## src/ffb_pkg.sv

```systemverilog
// shared types, constants and register codes for the wheel encoder force block
// no dependencies
package ffb_pkg;

    // configuration register indexes
    localparam int CFG_IDX_W = 3;
    localparam logic [CFG_IDX_W-1:0] REG_CENTER_DEADZONE = 3'd0;
    localparam logic [CFG_IDX_W-1:0] REG_CENTER_FORCE    = 3'd1;
    localparam logic [CFG_IDX_W-1:0] REG_POSITION_MIN    = 3'd2;
    localparam logic [CFG_IDX_W-1:0] REG_POSITION_MAX    = 3'd3;
    localparam logic [CFG_IDX_W-1:0] REG_ENDSTOP_FORCE   = 3'd4;
    localparam logic [CFG_IDX_W-1:0] REG_ENDSTOP_WIDTH   = 3'd5;
    localparam logic [CFG_IDX_W-1:0] REG_FORCE_LIMIT     = 3'd6;
    localparam int CFG_DATA_W = 24;

    // field widths
    localparam int HOST_W  = 16;
    localparam int AXIS_W  = 24;
    localparam int FORCE_W = 16;
    localparam int MAG_W   = 15;
    localparam int DZ_W    = 16;
    localparam int PMIN_W  = 24;
    localparam int PMAX_W  = 23;
    localparam int POS_W   = 32;

    // endstop arithmetic
    localparam int DIST_W    = 32;
    localparam int PROD_W    = DIST_W + MAG_W;
    localparam int DEN_W     = 16;
    localparam int DIV_STEPS = PROD_W;
    localparam int CNT_W     = $clog2(DIV_STEPS);
    localparam int PUSH_W    = 17;
    localparam int SUM_W     = 19;
    localparam int BASE_W    = HOST_W + 1;

    // floor(x / 10) for 15-bit x as (x * TENTH_MUL) >> TENTH_SHIFT
    localparam int TENTH_MUL   = 52429;
    localparam int TENTH_SHIFT = 19;
    localparam int TENTH_PW    = MAG_W + 16;
    localparam int TENTH_W     = TENTH_PW - TENTH_SHIFT;

    typedef struct packed {
        logic [DZ_W-1:0]          center_deadzone;
        logic [MAG_W-1:0]         center_force;
        logic signed [PMIN_W-1:0] position_min;
        logic [PMAX_W-1:0]        position_max;
        logic [MAG_W-1:0]         endstop_force;
        logic [DEN_W-1:0]         endstop_width;
        logic [MAG_W-1:0]         force_limit;
    } cfg_t;

    typedef struct packed {
        logic start;
    } div_ctrl_t;

    typedef struct packed {
        logic busy;
        logic done;
    } div_stat_t;

    typedef enum logic [2:0] {
        ST_IDLE,
        ST_EVAL,
        ST_MUL,
        ST_START,
        ST_DIV,
        ST_FIN,
        ST_OUT
    } state_t;

endpackage

```

## src/ffb_in_if.sv

```systemverilog
// input request channel of the wheel encoder force block
// depends on ffb_pkg
interface ffb_in_if;
    logic                               valid;
    logic                               ready;
    logic                               mode;
    logic                               phase_a;
    logic                               phase_b;
    logic signed [ffb_pkg::HOST_W-1:0]  host_force;

    modport source (output valid, output mode, output phase_a, output phase_b,
                    output host_force, input ready);
    modport sink (input valid, input mode, input phase_a, input phase_b,
                  input host_force, output ready);
endinterface

```

## src/ffb_out_if.sv

```systemverilog
// result channel of the wheel encoder force block
// depends on ffb_pkg
interface ffb_out_if;
    logic                                valid;
    logic                                ready;
    logic signed [ffb_pkg::AXIS_W-1:0]   axis_position;
    logic signed [ffb_pkg::FORCE_W-1:0]  drive_force;

    modport source (output valid, output axis_position, output drive_force,
                    input ready);
    modport sink (input valid, input axis_position, input drive_force,
                  output ready);
endinterface

```

## src/ffb_cfg_if.sv

```systemverilog
// configuration write channel of the wheel encoder force block
// depends on ffb_pkg
interface ffb_cfg_if;
    logic                              valid;
    logic                              ready;
    logic [ffb_pkg::CFG_IDX_W-1:0]     index;
    logic [ffb_pkg::CFG_DATA_W-1:0]    data;

    modport source (output valid, output index, output data, input ready);
    modport sink (input valid, input index, input data, output ready);
endinterface

```

## src/wheel_encoder_force_feedback.sv

```systemverilog
// wheel encoder position tracker with force feedback and endstop springs
// steps: an encoder request goes straight to the output; a force request is evaluated,
// and past a limit is also multiplied and run through the serial endstop divider
// throughput: one request at a time, the next taken the cycle after the result loads
// reset: asynchronous active low, position and phase b cleared, registers at defaults
// depends on ffb_pkg, the channel interfaces, ffb_regs and ffb_div
module wheel_encoder_force_feedback (
    input  logic      clk,
    input  logic      rst_n,
    ffb_in_if.sink    item,
    ffb_out_if.source result,
    ffb_cfg_if.sink   cfg
);

    ffb_pkg::cfg_t      regs;
    ffb_pkg::state_t    state_reg, state_next;
    ffb_pkg::div_ctrl_t div_ctrl;
    ffb_pkg::div_stat_t div_stat;
    logic [ffb_pkg::PROD_W-1:0] div_quo;

    // wheel state
    logic [ffb_pkg::POS_W-1:0] position_reg;
    logic                      prev_b_reg;

    // per request working registers
    logic                                mode_reg;
    logic signed [ffb_pkg::HOST_W-1:0]   host_reg;
    logic [ffb_pkg::DIST_W-1:0]          dist_reg;
    logic                                upper_reg, lower_reg;
    logic signed [ffb_pkg::BASE_W-1:0]   base_reg;
    logic [ffb_pkg::TENTH_W-1:0]         tenth_reg;
    logic [ffb_pkg::PROD_W-1:0]          prod_reg;
    logic signed [ffb_pkg::FORCE_W-1:0]  force_reg;

    // result register
    logic                                out_valid_reg;
    logic signed [ffb_pkg::AXIS_W-1:0]   axis_reg;
    logic signed [ffb_pkg::FORCE_W-1:0]  drive_reg;

    logic accept;
    logic load_out;
    logic out_free;

    ffb_regs u_regs (
        .clk   (clk),
        .rst_n (rst_n),
        .cfg   (cfg),
        .regs  (regs)
    );

    ffb_div u_div (
        .clk      (clk),
        .rst_n    (rst_n),
        .ctrl     (div_ctrl),
        .dividend (prod_reg),
        .divisor  (regs.endstop_width),
        .stat     (div_stat),
        .quotient (div_quo)
    );

    // signed views of position and limits
    logic signed [ffb_pkg::POS_W-1:0] pos_s;
    logic signed [ffb_pkg::POS_W-1:0] pmin_s;
    logic signed [ffb_pkg::POS_W-1:0] pmax_s;
    logic signed [ffb_pkg::POS_W-1:0] dz_s;
    logic                             upper_c, lower_c;

    assign pos_s   = $signed(position_reg);
    assign pmin_s  = ffb_pkg::POS_W'(regs.position_min);
    assign pmax_s  = $signed({{(ffb_pkg::POS_W-ffb_pkg::PMAX_W){1'b0}}, regs.position_max});
    assign dz_s    = $signed({{(ffb_pkg::POS_W-ffb_pkg::DZ_W){1'b0}}, regs.center_deadzone});
    // upper endstop wins when the limits are crossed
    assign upper_c = pos_s > pmax_s;
    assign lower_c = !upper_c && (pos_s < pmin_s);

    // endstop distance, always fits 32 bits unsigned
    logic [ffb_pkg::POS_W:0] dist_c;
    assign dist_c = upper_c ? ({pos_s[ffb_pkg::POS_W-1], pos_s} - {pmax_s[ffb_pkg::POS_W-1], pmax_s})
                            : ({pmin_s[ffb_pkg::POS_W-1], pmin_s} - {pos_s[ffb_pkg::POS_W-1], pos_s});

    // host force negated, else self-centering outside the deadzone
    logic signed [ffb_pkg::BASE_W-1:0] base_c;
    logic signed [ffb_pkg::BASE_W-1:0] cf_s;
    assign cf_s = $signed({{(ffb_pkg::BASE_W-ffb_pkg::MAG_W){1'b0}}, regs.center_force});
    always_comb
    begin
        if (host_reg != '0)
            base_c = -$signed({host_reg[ffb_pkg::HOST_W-1], host_reg});
        else if (pos_s > dz_s)
            base_c = -cf_s;
        else if (pos_s < -dz_s)
            base_c = cf_s;
        else
            base_c = '0;
    end

    // endstop floor is a tenth of the endstop force setting
    logic [ffb_pkg::TENTH_PW-1:0] tenth_prod;
    assign tenth_prod = ffb_pkg::TENTH_PW'(regs.endstop_force)
                      * ffb_pkg::TENTH_PW'(ffb_pkg::TENTH_MUL);

    // push saturates; anything past the saturation point is clamped anyway
    logic [ffb_pkg::PUSH_W-1:0]        push_c;
    logic [ffb_pkg::PUSH_W-1:0]        quo_sat;
    logic [ffb_pkg::PUSH_W-1:0]        tenth_ext;
    logic signed [ffb_pkg::SUM_W-1:0]  sum_c;
    logic signed [ffb_pkg::SUM_W-1:0]  lim_s;
    logic signed [ffb_pkg::FORCE_W-1:0] clamp_c;

    assign tenth_ext = ffb_pkg::PUSH_W'(tenth_reg);
    assign quo_sat   = (div_quo[ffb_pkg::PROD_W-1:ffb_pkg::PUSH_W-1] != '0)
                     ? {1'b0, {(ffb_pkg::PUSH_W-1){1'b1}}}
                     : div_quo[ffb_pkg::PUSH_W-1:0];
    assign push_c    = (quo_sat < tenth_ext) ? tenth_ext : quo_sat;
    assign lim_s     = $signed({{(ffb_pkg::SUM_W-ffb_pkg::MAG_W){1'b0}}, regs.force_limit});

    always_comb
    begin
        sum_c = ffb_pkg::SUM_W'(base_reg);
        if (upper_reg)
            sum_c = sum_c + $signed({2'b00, push_c});
        else if (lower_reg)
            sum_c = sum_c - $signed({2'b00, push_c});
        if (sum_c > lim_s)
            clamp_c = lim_s[ffb_pkg::FORCE_W-1:0];
        else if (sum_c < -lim_s)
            clamp_c = ffb_pkg::FORCE_W'(-lim_s);
        else
            clamp_c = sum_c[ffb_pkg::FORCE_W-1:0];
    end

    // reported position clamp, lower limit tested first
    logic signed [ffb_pkg::AXIS_W-1:0] axis_c;
    always_comb
    begin
        if (pos_s < pmin_s)
            axis_c = regs.position_min;
        else if (pos_s > pmax_s)
            axis_c = $signed({1'b0, regs.position_max});
        else
            axis_c = pos_s[ffb_pkg::AXIS_W-1:0];
    end

    assign out_free = !out_valid_reg || result.ready;

    // sequencer next state
    always_comb
    begin
        state_next = state_reg;
        unique case (state_reg)
            ffb_pkg::ST_IDLE:
                if (accept)
                    state_next = item.mode ? ffb_pkg::ST_EVAL : ffb_pkg::ST_OUT;
            ffb_pkg::ST_EVAL:
                state_next = (upper_c || lower_c) ? ffb_pkg::ST_MUL : ffb_pkg::ST_FIN;
            ffb_pkg::ST_MUL:
                state_next = ffb_pkg::ST_START;
            ffb_pkg::ST_START:
                state_next = ffb_pkg::ST_DIV;
            ffb_pkg::ST_DIV:
                if (div_stat.done)
                    state_next = ffb_pkg::ST_FIN;
            ffb_pkg::ST_FIN:
                state_next = ffb_pkg::ST_OUT;
            ffb_pkg::ST_OUT:
                if (out_free)
                    state_next = ffb_pkg::ST_IDLE;
            default:
                state_next = ffb_pkg::ST_IDLE;
        endcase
    end

    // sequencer outputs
    always_comb
    begin
        item.ready     = 1'b0;
        div_ctrl.start = 1'b0;
        load_out       = 1'b0;
        unique case (state_reg)
            ffb_pkg::ST_IDLE:  item.ready     = 1'b1;
            ffb_pkg::ST_START: div_ctrl.start = 1'b1;
            ffb_pkg::ST_OUT:   load_out       = out_free;
            default:           item.ready     = 1'b0;
        endcase
    end

    assign accept = item.valid && item.ready;

    always_ff @(posedge clk or negedge rst_n)
    begin
        if (!rst_n)
        begin
            state_reg     <= ffb_pkg::ST_IDLE;
            position_reg  <= '0;
            prev_b_reg    <= 1'b0;
            out_valid_reg <= 1'b0;
        end
        else
        begin
            state_reg <= state_next;
            // encoder edge: step up when a differs from the old b
            if (accept && !item.mode)
            begin
                position_reg <= position_reg + ((item.phase_a != prev_b_reg)
                                                ? ffb_pkg::POS_W'(1) : '1);
                prev_b_reg   <= item.phase_b;
            end
            if (load_out)
                out_valid_reg <= 1'b1;
            else if (result.ready)
                out_valid_reg <= 1'b0;
        end
    end

    // working datapath, no reset needed
    always_ff @(posedge clk)
    begin
        if (accept)
        begin
            mode_reg  <= item.mode;
            host_reg  <= item.host_force;
            force_reg <= '0;
        end
        if (state_reg == ffb_pkg::ST_EVAL)
        begin
            dist_reg  <= dist_c[ffb_pkg::DIST_W-1:0];
            upper_reg <= upper_c;
            lower_reg <= lower_c;
            base_reg  <= base_c;
            tenth_reg <= tenth_prod[ffb_pkg::TENTH_PW-1:ffb_pkg::TENTH_SHIFT];
        end
        if (state_reg == ffb_pkg::ST_MUL)
            prod_reg <= ffb_pkg::PROD_W'(dist_reg) * ffb_pkg::PROD_W'(regs.endstop_force);
        if (state_reg == ffb_pkg::ST_FIN)
            force_reg <= clamp_c;
        if (load_out)
        begin
            axis_reg  <= axis_c;
            drive_reg <= force_reg;
        end
    end

    assign result.valid         = out_valid_reg;
    assign result.axis_position = axis_reg;
    assign result.drive_force   = drive_reg;

`ifndef SYNTHESIS
    a_load_from_out: assert property (@(posedge clk) disable iff (!rst_n)
        $rose(out_valid_reg) |-> $past(state_reg == ffb_pkg::ST_OUT))
        else $error("result raised outside the output step");
    a_pos_hold: assert property (@(posedge clk) disable iff (!rst_n)
        (state_reg != ffb_pkg::ST_IDLE) |=> $stable(position_reg))
        else $error("position moved while a request was in work");
    a_encoder_no_force: assert property (@(posedge clk) disable iff (!rst_n)
        (load_out && !mode_reg) |-> (force_reg == '0))
        else $error("encoder request carries a force");
    a_div_in_step: assert property (@(posedge clk) disable iff (!rst_n)
        div_stat.busy |-> (state_reg == ffb_pkg::ST_DIV))
        else $error("divider running outside the divide step");
`endif

endmodule

```

## src/ffb_regs.sv

```systemverilog
// configuration register file with reset values
// depends on ffb_pkg and ffb_cfg_if
module ffb_regs (
    input  logic          clk,
    input  logic          rst_n,
    ffb_cfg_if.sink       cfg,
    output ffb_pkg::cfg_t regs
);

    ffb_pkg::cfg_t regs_reg;
    ffb_pkg::cfg_t regs_next;
    logic          wr;

    assign cfg.ready = 1'b1;
    assign wr        = cfg.valid && cfg.ready;
    assign regs      = regs_reg;

    always_comb
    begin
        regs_next = regs_reg;
        if (wr)
        begin
            unique case (cfg.index)
                ffb_pkg::REG_CENTER_DEADZONE:
                    regs_next.center_deadzone = cfg.data[ffb_pkg::DZ_W-1:0];
                ffb_pkg::REG_CENTER_FORCE:
                    regs_next.center_force = cfg.data[ffb_pkg::MAG_W-1:0];
                ffb_pkg::REG_POSITION_MIN:
                    regs_next.position_min = $signed(cfg.data[ffb_pkg::PMIN_W-1:0]);
                ffb_pkg::REG_POSITION_MAX:
                    regs_next.position_max = cfg.data[ffb_pkg::PMAX_W-1:0];
                ffb_pkg::REG_ENDSTOP_FORCE:
                    regs_next.endstop_force = cfg.data[ffb_pkg::MAG_W-1:0];
                ffb_pkg::REG_ENDSTOP_WIDTH:
                    regs_next.endstop_width = cfg.data[ffb_pkg::DEN_W-1:0];
                ffb_pkg::REG_FORCE_LIMIT:
                    regs_next.force_limit = cfg.data[ffb_pkg::MAG_W-1:0];
                default:
                    regs_next = regs_reg;
            endcase
        end
    end

    always_ff @(posedge clk or negedge rst_n)
    begin
        if (!rst_n)
        begin
            regs_reg.center_deadzone <= 16'd10;
            regs_reg.center_force    <= 15'd1000;
            regs_reg.position_min    <= -24'sd1000;
            regs_reg.position_max    <= 23'd1000;
            regs_reg.endstop_force   <= 15'd10000;
            regs_reg.endstop_width   <= 16'd100;
            regs_reg.force_limit     <= 15'd32767;
        end
        else
        begin
            regs_reg <= regs_next;
        end
    end

endmodule

```

## src/ffb_div.sv

```systemverilog
// restoring divider, one quotient bit per cycle
// depends on ffb_pkg
module ffb_div (
    input  logic                         clk,
    input  logic                         rst_n,
    input  ffb_pkg::div_ctrl_t           ctrl,
    input  logic [ffb_pkg::PROD_W-1:0]   dividend,
    input  logic [ffb_pkg::DEN_W-1:0]    divisor,
    output ffb_pkg::div_stat_t           stat,
    output logic [ffb_pkg::PROD_W-1:0]   quotient
);

    logic                          busy_reg, busy_next;
    logic                          done_reg, done_next;
    logic [ffb_pkg::CNT_W-1:0]     cnt_reg, cnt_next;
    logic [ffb_pkg::PROD_W-1:0]    quo_reg, quo_next;
    logic [ffb_pkg::DEN_W-1:0]     rem_reg, rem_next;
    logic [ffb_pkg::DEN_W-1:0]     den_reg, den_next;
    logic [ffb_pkg::DEN_W+1:0]     trial;

    // shift in the next dividend bit and try the subtract
    assign trial = {1'b0, rem_reg, quo_reg[ffb_pkg::PROD_W-1]} - {2'b00, den_reg};

    always_comb
    begin
        busy_next = busy_reg;
        done_next = 1'b0;
        cnt_next  = cnt_reg;
        quo_next  = quo_reg;
        rem_next  = rem_reg;
        den_next  = den_reg;
        if (ctrl.start)
        begin
            busy_next = 1'b1;
            cnt_next  = ffb_pkg::CNT_W'(ffb_pkg::DIV_STEPS - 1);
            quo_next  = dividend;
            rem_next  = '0;
            // zero width behaves as width one
            den_next  = (divisor == '0) ? ffb_pkg::DEN_W'(1) : divisor;
        end
        else if (busy_reg)
        begin
            if (!trial[ffb_pkg::DEN_W+1])
            begin
                rem_next = trial[ffb_pkg::DEN_W-1:0];
                quo_next = {quo_reg[ffb_pkg::PROD_W-2:0], 1'b1};
            end
            else
            begin
                rem_next = {rem_reg[ffb_pkg::DEN_W-2:0], quo_reg[ffb_pkg::PROD_W-1]};
                quo_next = {quo_reg[ffb_pkg::PROD_W-2:0], 1'b0};
            end
            if (cnt_reg == '0)
            begin
                busy_next = 1'b0;
                done_next = 1'b1;
            end
            else
            begin
                cnt_next = cnt_reg - ffb_pkg::CNT_W'(1);
            end
        end
    end

    always_ff @(posedge clk or negedge rst_n)
    begin
        if (!rst_n)
        begin
            busy_reg <= 1'b0;
            done_reg <= 1'b0;
            cnt_reg  <= '0;
        end
        else
        begin
            busy_reg <= busy_next;
            done_reg <= done_next;
            cnt_reg  <= cnt_next;
        end
    end

    always_ff @(posedge clk)
    begin
        quo_reg <= quo_next;
        rem_reg <= rem_next;
        den_reg <= den_next;
    end

    assign stat.busy = busy_reg;
    assign stat.done = done_reg;
    assign quotient  = quo_reg;

`ifndef SYNTHESIS
    a_no_restart: assert property (@(posedge clk) disable iff (!rst_n)
        ctrl.start |-> !busy_reg)
        else $error("divider started while busy");
    a_done_after_busy: assert property (@(posedge clk) disable iff (!rst_n)
        done_reg |-> $past(busy_reg) && !busy_reg)
        else $error("divider done without a finished run");
    a_rem_below_den: assert property (@(posedge clk) disable iff (!rst_n)
        busy_reg |-> (rem_reg < den_reg))
        else $error("divider remainder not below divisor");
`endif

endmodule

```

## src/flat_wrapper.sv

```systemverilog
// flat-port wrapper written by rule: the top's interface ports become plain ports
module wheel_encoder_force_feedback_flat 
  (clk, rst_n, item_valid, item_mode, item_phase_a, item_phase_b, item_host_force, item_ready, result_valid, result_axis_position, result_drive_force, result_ready, cfg_valid, cfg_index, cfg_data, cfg_ready);
  ffb_in_if item_i ();
  ffb_out_if result_i ();
  ffb_cfg_if cfg_i ();
  input  logic clk;
  input  logic rst_n;
  input wire logic [$bits(item_i.valid)-1:0] item_valid;
  input wire logic [$bits(item_i.mode)-1:0] item_mode;
  input wire logic [$bits(item_i.phase_a)-1:0] item_phase_a;
  input wire logic [$bits(item_i.phase_b)-1:0] item_phase_b;
  input wire logic [$bits(item_i.host_force)-1:0] item_host_force;
  output wire logic [$bits(item_i.ready)-1:0] item_ready;
  output wire logic [$bits(result_i.valid)-1:0] result_valid;
  output wire logic [$bits(result_i.axis_position)-1:0] result_axis_position;
  output wire logic [$bits(result_i.drive_force)-1:0] result_drive_force;
  input wire logic [$bits(result_i.ready)-1:0] result_ready;
  input wire logic [$bits(cfg_i.valid)-1:0] cfg_valid;
  input wire logic [$bits(cfg_i.index)-1:0] cfg_index;
  input wire logic [$bits(cfg_i.data)-1:0] cfg_data;
  output wire logic [$bits(cfg_i.ready)-1:0] cfg_ready;
  assign item_i.valid = item_valid;
  assign item_i.mode = item_mode;
  assign item_i.phase_a = item_phase_a;
  assign item_i.phase_b = item_phase_b;
  assign item_i.host_force = item_host_force;
  assign item_ready = item_i.ready;
  assign result_valid = result_i.valid;
  assign result_axis_position = result_i.axis_position;
  assign result_drive_force = result_i.drive_force;
  assign result_i.ready = result_ready;
  assign cfg_i.valid = cfg_valid;
  assign cfg_i.index = cfg_index;
  assign cfg_i.data = cfg_data;
  assign cfg_ready = cfg_i.ready;
  wheel_encoder_force_feedback u_core (.clk(clk), .rst_n(rst_n), .item(item_i), .result(result_i), .cfg(cfg_i));
endmodule
```

## config.mk

```make
export PLATFORM = sky130hd
export DESIGN_NAME = wheel_encoder_force_feedback_flat
export DESIGN_NICKNAME = d
export VERILOG_FILES = /design/src/ffb_pkg.sv /design/src/ffb_in_if.sv /design/src/ffb_out_if.sv /design/src/ffb_cfg_if.sv /design/src/wheel_encoder_force_feedback.sv /design/src/ffb_regs.sv /design/src/ffb_div.sv /design/src/flat_wrapper.sv
export SDC_FILE = /design/constraint.sdc
export NUM_CORES = 2
export LEC_CHECK = 0
export BUFFER_PORTS_ARGS = -buffer_cell sky130_fd_sc_hd__buf_2
export CAP_MARGIN = 30
export CORE_MARGIN = 4
export CORE_UTILIZATION = 67
export CTS_BUF_LIST = sky130_fd_sc_hd__clkbuf_2 sky130_fd_sc_hd__clkbuf_4 sky130_fd_sc_hd__clkbuf_8
export DETAILED_ROUTE_END_ITERATION = 8
export GPL_ROUTABILITY_DRIVEN = 0
export PLACE_DENSITY = 0.84
export SETUP_SLACK_MARGIN = 0.3
export SLEW_MARGIN = 5
export SYNTH_ARGS = -nofsm -noshare
export SYNTH_HDL_FRONTEND = slang
export SYNTH_SLANG_ARGS = --single-unit
```

## constraint.sdc

```tcl
create_clock -name clk -period 12.3 [get_ports clk]
set_input_delay 2.46 -clock clk [delete_from_list [all_inputs] [get_ports clk]]
set_output_delay 2.46 -clock clk [all_outputs]
set_load 0.02 [all_outputs]
```

==> qor.yml <==
cts:
  num_cts_buffers: 75
  cts-root-to-sink-buffers: 3
  cts_repair_resize_count: 0
  clk_transition_reported_paths_ns: 0.07
  cts.hold.buffers_added: 0
  tritoncts_num_sinks: 430
  clock_tree.htree_level_count: 3
  clock_latency_ns: 0.71
  clock_tree_from_tritoncts: "built"
  clock_tree.root_cell: "clkbuf_8"
  cts_setup_buffers: 0
yosys:
  synth.largest_area_cell: "fa_1"
  synth.yosys.seq_area_share_pct: 26.3
  synth.ff_latch_count: 430
  synthesis.yosys.warnings: 0
  syn-cell-area_mm2: 0.0456
  synth.top_cells.by_area: "fa_1 (20%), edfxtp_1 (16%), ha_1 (13%)"
  async_flop_share_pct: 39.3
  netlist.area_leader.share_pct: 19.9
  postSynthAreaPerCell_um2: 9.56
  number_of_enable_type_register_cells_in_the_synthesized_netlist: 245
  synth.top_cells.by_count: "nand2_1 (633), inv_1 (598), ha_1 (463), fa_1 (453), edfxtp_1 (245)"
  synthMostInstantiatedCell: "nand2_1"
  postSynthCellCount: 4767
  synth_flop_cell: "edfxtp_1"
  synth.distinct_cells: 89
worst_hold_path:
  min_delay_path_class: "flop to flop"
critical_path:
  cp-end-kind: "flop"
  cp-start-kind: "flop"
  setup.worst_path.class: "flop to flop"
  highest_fanout_seen_on_the_critical_path: 16
  worst_endpoint_data_arrival_time_ns: 10.87
  path_common_cell: "a21o_1"
  timing.critical_path.required_ns: 12.71
  worst_path_max_delay_cell: "nand4_1"
  critical_path.max_stage_delay_ns: 0.62
route:
  wire_per_inst_um: 20.5
  detail_route.drc_violations: 0
  avgViaCountPerCell: 6.21
  detailedRoute.firstPassIterationCount: 7
  num_vias: 35600
  drt_iter0_markers: 3155
  detail-route-antenna-nets: 0
  drt_wl_total_um: 118000
cells_and_area:
  fraction_of_layout_cells_with_a_size_suffix_above_1_pct: 9.93
  nNetsFinal: 5760
  area_delta_synth_final_pct: 6.38
  final.fill_count: 4734
  largest_register_ff_count: 124
grt:
  globalRouteOverflowTotal: 0
  grt_start_max_net_pins: 92
  via_count_of_the_first_global_routing_pass: 36711
  grt_antenna_before_repair: 2
  gr-usage-all-layers_pct: 32.9
  grt_first_pass_wirelength_um: 189000
floorplan:
  die_x_um: 269
  placeableCoreArea_mm2: 0.0673
  ios: 94
  initial_utilization_pct: 67.7
  die_area_mm2: 0.0722
  die_height_um: 269
  std_cell_rows: 95
place:
  dp_hpwl_um: 89000
  io_buffers: 92
timing:
  rsz0062_at_grt: "no"
  fin_crit_ns: 10.45
  clock_skew_ns: 0.0959
  final-hold-violation-count: 0
  timing.final.max_slew_violations: 0
  final.setup.tns_ns: 0
  max_freq_mhz: 95.7
  final_setup_violation_count: 0
  fin_crit_sh_pct: 85.0
  worst_slew_margin_relative_to_its_limit_pct: 33.5
  timing_worst_slew_pin_value_ns: 0.996
job:
  max_cap_viol_count: 0
run_status:
  run_status: "complete, no violations"
-- cell families (layout without fill, tap and decap cells) --
group / count (synthesis) / after routing / synth area share [%]
AOI/OAI and AO/OA: 832 / 832 / 11.7
xor gates and xnor gates: 192 / 192 / 3.69
and+or+nand+nor: 1429 / 1429 / 14.9
DFF: 430 / 430 / 26.3
other: 2 / 6 / 0.0165
muxes: 175 / 175 / 4.16
adders and majority gates: 916 / 916 / 32.6
buffers and inverters: 791 / 876 / 6.58
-- critical path: cells and delay by family, from the launching register on --
kind	cells	cell delay [ns]
fa+ha+maj	3	0.99
buf+inv	2	0.67
flops	1	0.38
simple gates	6	2.10
compound gates	21	5.19
mux	3	0.87
-- area by class of cell --
type                       count  area [µm²]  area share, %
antenna                        1        2.50        0.00516
clock buffer                  93        1180           2.43
clock inverter                46         432          0.891
inverter                     602        2260           4.66
multi-input combinational   3549       30700           63.3
sequential                   430       12000           24.7
tap                          873        1090           2.25
timing repair buffer         135         862           1.78
-- metal layers --
layer	vias up	routed length (µm)	track usage, %
li1	16152	-	-
met1	17355	46500	45.1
met2	1747	54100	52.6
met3	344	12100	6.20
met4	2	4870	13.2
met5	-	13	0
-- path summary, 6_finish.rpt --
check                                                from                      endpoint  slack (ns)  cells past startpoint
worst max-delay path            u_core.u_div.quotient[35]           u_core.force_reg[6]        1.85                     35
worst min-delay path                  u_core.force_reg[6]  u_core.result.drive_force[6]        0.41                      0
worst max register to register  u_core.u_div.quotient[35]           u_core.force_reg[6]        1.85                     35
worst min register to register        u_core.force_reg[6]  u_core.result.drive_force[6]        0.41                      0
max in group asynchronous                           rst_n        u_core.u_regs.regs[87]        9.24                      4
min in group asynchronous                           rst_n       u_core.u_div.cnt_reg[4]        1.57                      1
-- per-stage QoR --
stage	area, µm²	setup WS [ns]	utilization (%)	hold WS (ns)	cells
detailed placement	46800	2.06	69.6	0.406	5587
finish	48500	1.85	72.0	0.410	5729
global placement	46700	2.23	69.5	0.405	5584
CTS	48400	2.01	72.0	0.414	5726
floorplan	45600	3.73	-	0.400	4770
global route	48500	1.35	72.0	0.422	5729
-- cell usage in the layout, fill, tap and decap left out, drive strengths merged, types with 93 or more instances in the layout --
master,count
and2,205
xnor2,127
nand2,633
a21o,110
ha,463
clkbuf,93
mux2,113
dfrtp,116
inv,605
buf,135
nor2,205
o21ai,198
fa,453
edfxtp,245
a21oi,231
Power is left out: the tool's default activity adds up to more than one toggle a clock period on the data nets, which glitch-free logic cannot reach.
